$ cat config.mk
export PLATFORM = sky130hd
export DESIGN_NAME = ffha_ram
export DESIGN_NICKNAME = d
export VERILOG_FILES = /design/src/ffha_ram.sv
export SDC_FILE = /design/constraint.sdc
export NUM_CORES = 1
export LEC_CHECK = 0
export BUFFER_PORTS_ARGS = -buffer_cell sky130_fd_sc_hd__buf_2
export CAP_MARGIN = 40
export CORE_MARGIN = 2
export CORE_UTILIZATION = 45
export DETAILED_ROUTE_END_ITERATION = 12
export HOLD_SLACK_MARGIN = 0.15
export MAX_ROUTING_LAYER = met4
export PLACE_DENSITY = 0.61
export REMOVE_ABC_BUFFERS = 1
export SLEW_MARGIN = 20
export SYNTH_ARGS = -nofsm -noshare
export SYNTH_HDL_FRONTEND = slang
export SYNTH_SLANG_ARGS = --single-unit
$ cat constraint.sdc
create_clock -name aclk -period 3 [get_ports aclk]
set_clock_uncertainty 0.1 [all_clocks]
set_input_delay 0.75 -clock aclk [delete_from_list [all_inputs] [get_ports aclk]]
set_output_delay 0.75 -clock aclk [all_outputs]
set_load 0.05 [all_outputs]
$ cat src/ffha_ram.sv
// Generic simple dual-port RAM: one write port, one read port, registered read.
// No dependencies.
module ffha_ram #(
    parameter int WIDTH = 8,
    parameter int DEPTH = 16
) (
    input  logic                     aclk,
    input  logic                     we,
    input  logic [$clog2(DEPTH)-1:0] waddr,
    input  logic [WIDTH-1:0]         wdata,
    input  logic [$clog2(DEPTH)-1:0] raddr,
    output logic [WIDTH-1:0]         rdata
);

    logic [WIDTH-1:0] mem [DEPTH];
    logic [WIDTH-1:0] rdata_reg;

    // Write, and register the read data
    always_ff @(posedge aclk) begin
        if (we) begin
            mem[waddr] <= wdata;
        end
        rdata_reg <= mem[raddr];
    end

    assign rdata = rdata_reg;

endmodule
==> flow_summary.rst <==
.. list-table::
   :header-rows: 1

   * - Metric
     - Value
   * - Result of the run
     - finished clean
   * - Data required time of the critical path
     - 3180 ps
   * - Detailed placement HPWL
     - 6070 um
   * - Ant diodes
     - 0
   * - Area used by multi-input combinational logic
     - 1060 um^2
   * - Maximum net fanout on the critical path
     - 32
   * - CP Class
     - in2reg
   * - Starting Density
     - 45.7%
   * - Largest net degree at the start of global routing
     - 33
   * - Yosys warning total
     - 0
   * - Height of the chip
     - 111 um
   * - Total chip power
     - 4660 uW
   * - Worst slew margin
     - 47.1%
   * - Syn Inst Count
     - 229
   * - Latest clock arrival within the worst-skew pair
     - 400 ps
   * - Worst hold path cell count
     - 3
   * - Post-synthesis instance area
     - 5150 um^2
   * - Overall die width
     - 111 um
   * - Post-CTS Setup Bufs
     - 0
   * - First-pass iteration count of the detailed router
     - 4
   * - Worst-path clk slew
     - 60 ps
   * - Share of final-layout standard cells stronger than drive strength 1
     - 31.2%
   * - Dominant combinational cell family by area after synthesis
     - multiplexers
   * - Routed wirelength normalized by instance count
     - 22.6 um
   * - Largest stage delay on the critical path
     - 600 ps
   * - Shortest period the worst path allows
     - 1930 ps
   * - Total of hold buffers inserted after clock tree synthesis
     - 0
   * - Fraction of synthesized area in multiplexers
     - 15.0%
   * - Most frequent cells in the layout
     - 128 x sky130_fd_sc_hd__edfxtp_1, 25 x sky130_fd_sc_hd__buf_2, 18 x sky130_fd_sc_hd__mux4_2, 18 x sky130_fd_sc_hd__buf_4, 17 x sky130_fd_sc_hd__clkbuf_16
   * - Type of element launching the critical path
     - input pin
   * - Worst-path cell with the longest stage delay
     - sky130_fd_sc_hd__mux4_1
   * - Data arrival, critical path
     - 2110 ps
   * - Final #Nets
     - 301
   * - Xor and xnor fraction of the mapped netlist area
     - 0%
   * - Buffer cell driving the clock tree root
     - sky130_fd_sc_hd__clkbuf_16
   * - Global route overflow
     - 0
   * - Post-Place Worst Slack
     - 633 ps
   * - Global-route wire length before repair
     - 15,000 um
   * - Max Cap Viol
     - 0
   * - TritonCTS clock tree
     - done
   * - Final number of max-transition violations
     - 0
   * - Sequential area share after synthesis
     - 77.8%
   * - Fill cell instance count of the final layout
     - 838
   * - Setup TNS
     - 0 ps
   * - I/O Buffers
     - 25
   * - Register area
     - 4000 um^2
   * - Worst-path cell chain
     - buf_2, buf_12, mux4_1, a22oi_1, nand2_1
   * - Simple-Gate Fraction of Synth Area
     - 3.18%
   * - Worst-case setup margin in the final layout
     - 1070 ps
   * - IR drop worst, VDD
     - 0.391 mV
   * - Initial detailed-routing violation count
     - 262
   * - Element type at the critical path end
     - flip-flop
   * - Terminating pin of the worst hold path
     - rdata[6]
   * - Adder and majority gate portion of the synthesized area
     - 0%
   * - Post-CTS Resized
     - 0
   * - Bufs on Longest Clock Path
     - 2
   * - Flops & latches, synth
     - 136
   * - Weighted congestion reported at the end of routability-driven placement
     - 0.710
   * - Mean post-synth cell area
     - 22.5 um^2
   * - Via count
     - 2,449
   * - # IOs
     - 26
   * - Number of remaining DRC errors
     - 0
   * - Worst hold path startpoint
     - mem[12][6]
   * - Leading cell type in the layout, fill and taps excluded
     - sky130_fd_sc_hd__edfxtp_1
   * - Reg2reg start
     - mem[8][5]
   * - Power Dens Cells
     - 752 nW/um^2
   * - Floorplan die area
     - 12,300 um^2
   * - Total clock buffers created by CTS
     - 17
   * - Layout overhead on the synthesized area
     - 20.4%
   * - Routed WL
     - 9910 um
   * - Site Rows
     - 39
   * - Number of nets with antenna violations after detailed routing
     - 0
   * - Number of vias per cell after detailed routing
     - 5.59
   * - Post-Route Utilization
     - 55.0%
   * - Final-layout worst hold slack
     - 567 ps
   * - Placeable Area
     - 11,300 um^2
   * - Max reg flops
     - 128
   * - Total GRT Usage
     - 17.5%
   * - Worst-case reg-to-reg path depth
     - 3
   * - Antenna violations before repair
     - 0
   * - Share of the cycle needed by the critical path after routing
     - 64.4%
   * - Number of levels in the clock H-tree
     - 4
   * - Static Leak
     - 0.00212 uW
   * - Number of global-route vias before repair
     - 2,464
   * - Number of different library cells in the post-synthesis netlist
     - 19
   * - CTS sink count
     - 136
   * - Worst Tran Pin Value
     - 790 ps
   * - F_max
     - 518 MHz
   * - Class of the most critical hold timing path
     - reg2reg
   * - Fin. Hold Viols
     - 0
   * - RSZ-0062 raised after global routing
     - no
   * - Reg2Reg Setup Slack
     - 1520 ps
   * - Compound-gate portion of the synthesized area
     - 2.33%
   * - Worst flop-to-flop path endpoint
     - rdata[5]
   * - Final count of negative-setup-slack endpoints
     - 0
## how the worst max path moves through the flow
stage	depth (start not counted)	from	end	slack (ps)
after floorplan	2	waddr[2]	mem[0][0]	660
after CTS	5	raddr[0]	rdata[5]	1070
after global placement	5	raddr[0]	rdata[5]	620
final	5	raddr[0]	rdata[5]	1070
after detailed placement	5	raddr[0]	rdata[5]	630
after global routing	5	raddr[0]	rdata[5]	1000
## metal layers
| layer | part of all wire (%) | up-vias | GRT usage [%] | wire (um) |
|---|---|---|---|---|
| met2 | 49 | 84 | 26.4 | 4810 |
| met1 | 45 | 1275 | 23.9 | 4430 |
| met4 | 0.71 | 0 | 6.00 | 70 |
| met5 | 0 | - | - | 0 |
| li1 | - | 1083 | - | - |
| met3 | 6.1 | 7 | 4.16 | 601 |
## Yosys cell counts
cell	number	area, um^2
sky130_fd_sc_hd__edfxtp_1	128	3840
sky130_fd_sc_hd__mux4_2	18	405
sky130_fd_sc_hd__a22oi_1	16	120
sky130_fd_sc_hd__mux4_1	14	368
sky130_fd_sc_hd__nor2_1	13	48.8
sky130_fd_sc_hd__nand2_1	9	33.8
sky130_fd_sc_hd__dfxtp_1	8	160
sky130_fd_sc_hd__nor3_1	4	20.0
sky130_fd_sc_hd__buf_2	3	15.0
sky130_fd_sc_hd__buf_6	3	33.8
sky130_fd_sc_hd__clkdlybuf4s25_2	3	30.0
sky130_fd_sc_hd__nand2b_1	2	12.5
sky130_fd_sc_hd__nand3b_1	2	15.0
sky130_fd_sc_hd__and2_1	1	6.26
sky130_fd_sc_hd__and2b_1	1	7.51
sky130_fd_sc_hd__buf_4	1	7.51
sky130_fd_sc_hd__nand3_1	1	5.00
sky130_fd_sc_hd__nor2b_1	1	6.26
sky130_fd_sc_hd__or3b_2	1	8.76
## power breakdown
group	internal, uW	switching, uW	total (uW)
Combinational	86.3	154	240
Clock	1550	731	2280
Sequential	2120	13.2	2140
Total	3760	898	4660
## critical path: cells and delay by family
family | cells | cell delay, ps
mux | 1 | 600
simple gates | 1 | 80
compound gates | 1 | 310
buf+inv | 2 | 340
## final cells by class
cell class / count / area share [%]
flip-flops and latches: 136 / 64.6
multi-input cells: 83 / 17.1
clock buffers: 18 / 6.93
repair buffers: 45 / 4.85
clock inverters: 13 / 3.67
well taps: 143 / 2.89
## kinds of logic (layout without fill, tap and decap cells)
group,after synthesis,after routing
AOI/OAI and AO/OA,16,16
DFF,136,136
and+or+nand+nor,35,35
buffers and inverters,10,76
muxes,32,32
## stage by stage
step / instance area, um^2 / instances
6_report: 6200 / 438
5_1_grt: 6200 / 438
4_1_cts: 6190 / 437
3_5_place_dp: 5530 / 406
3_3_place_gp: 5530 / 406
2_1_floorplan: 5060 / 219
No activity file was read; power rests on OpenSTA's default activity.
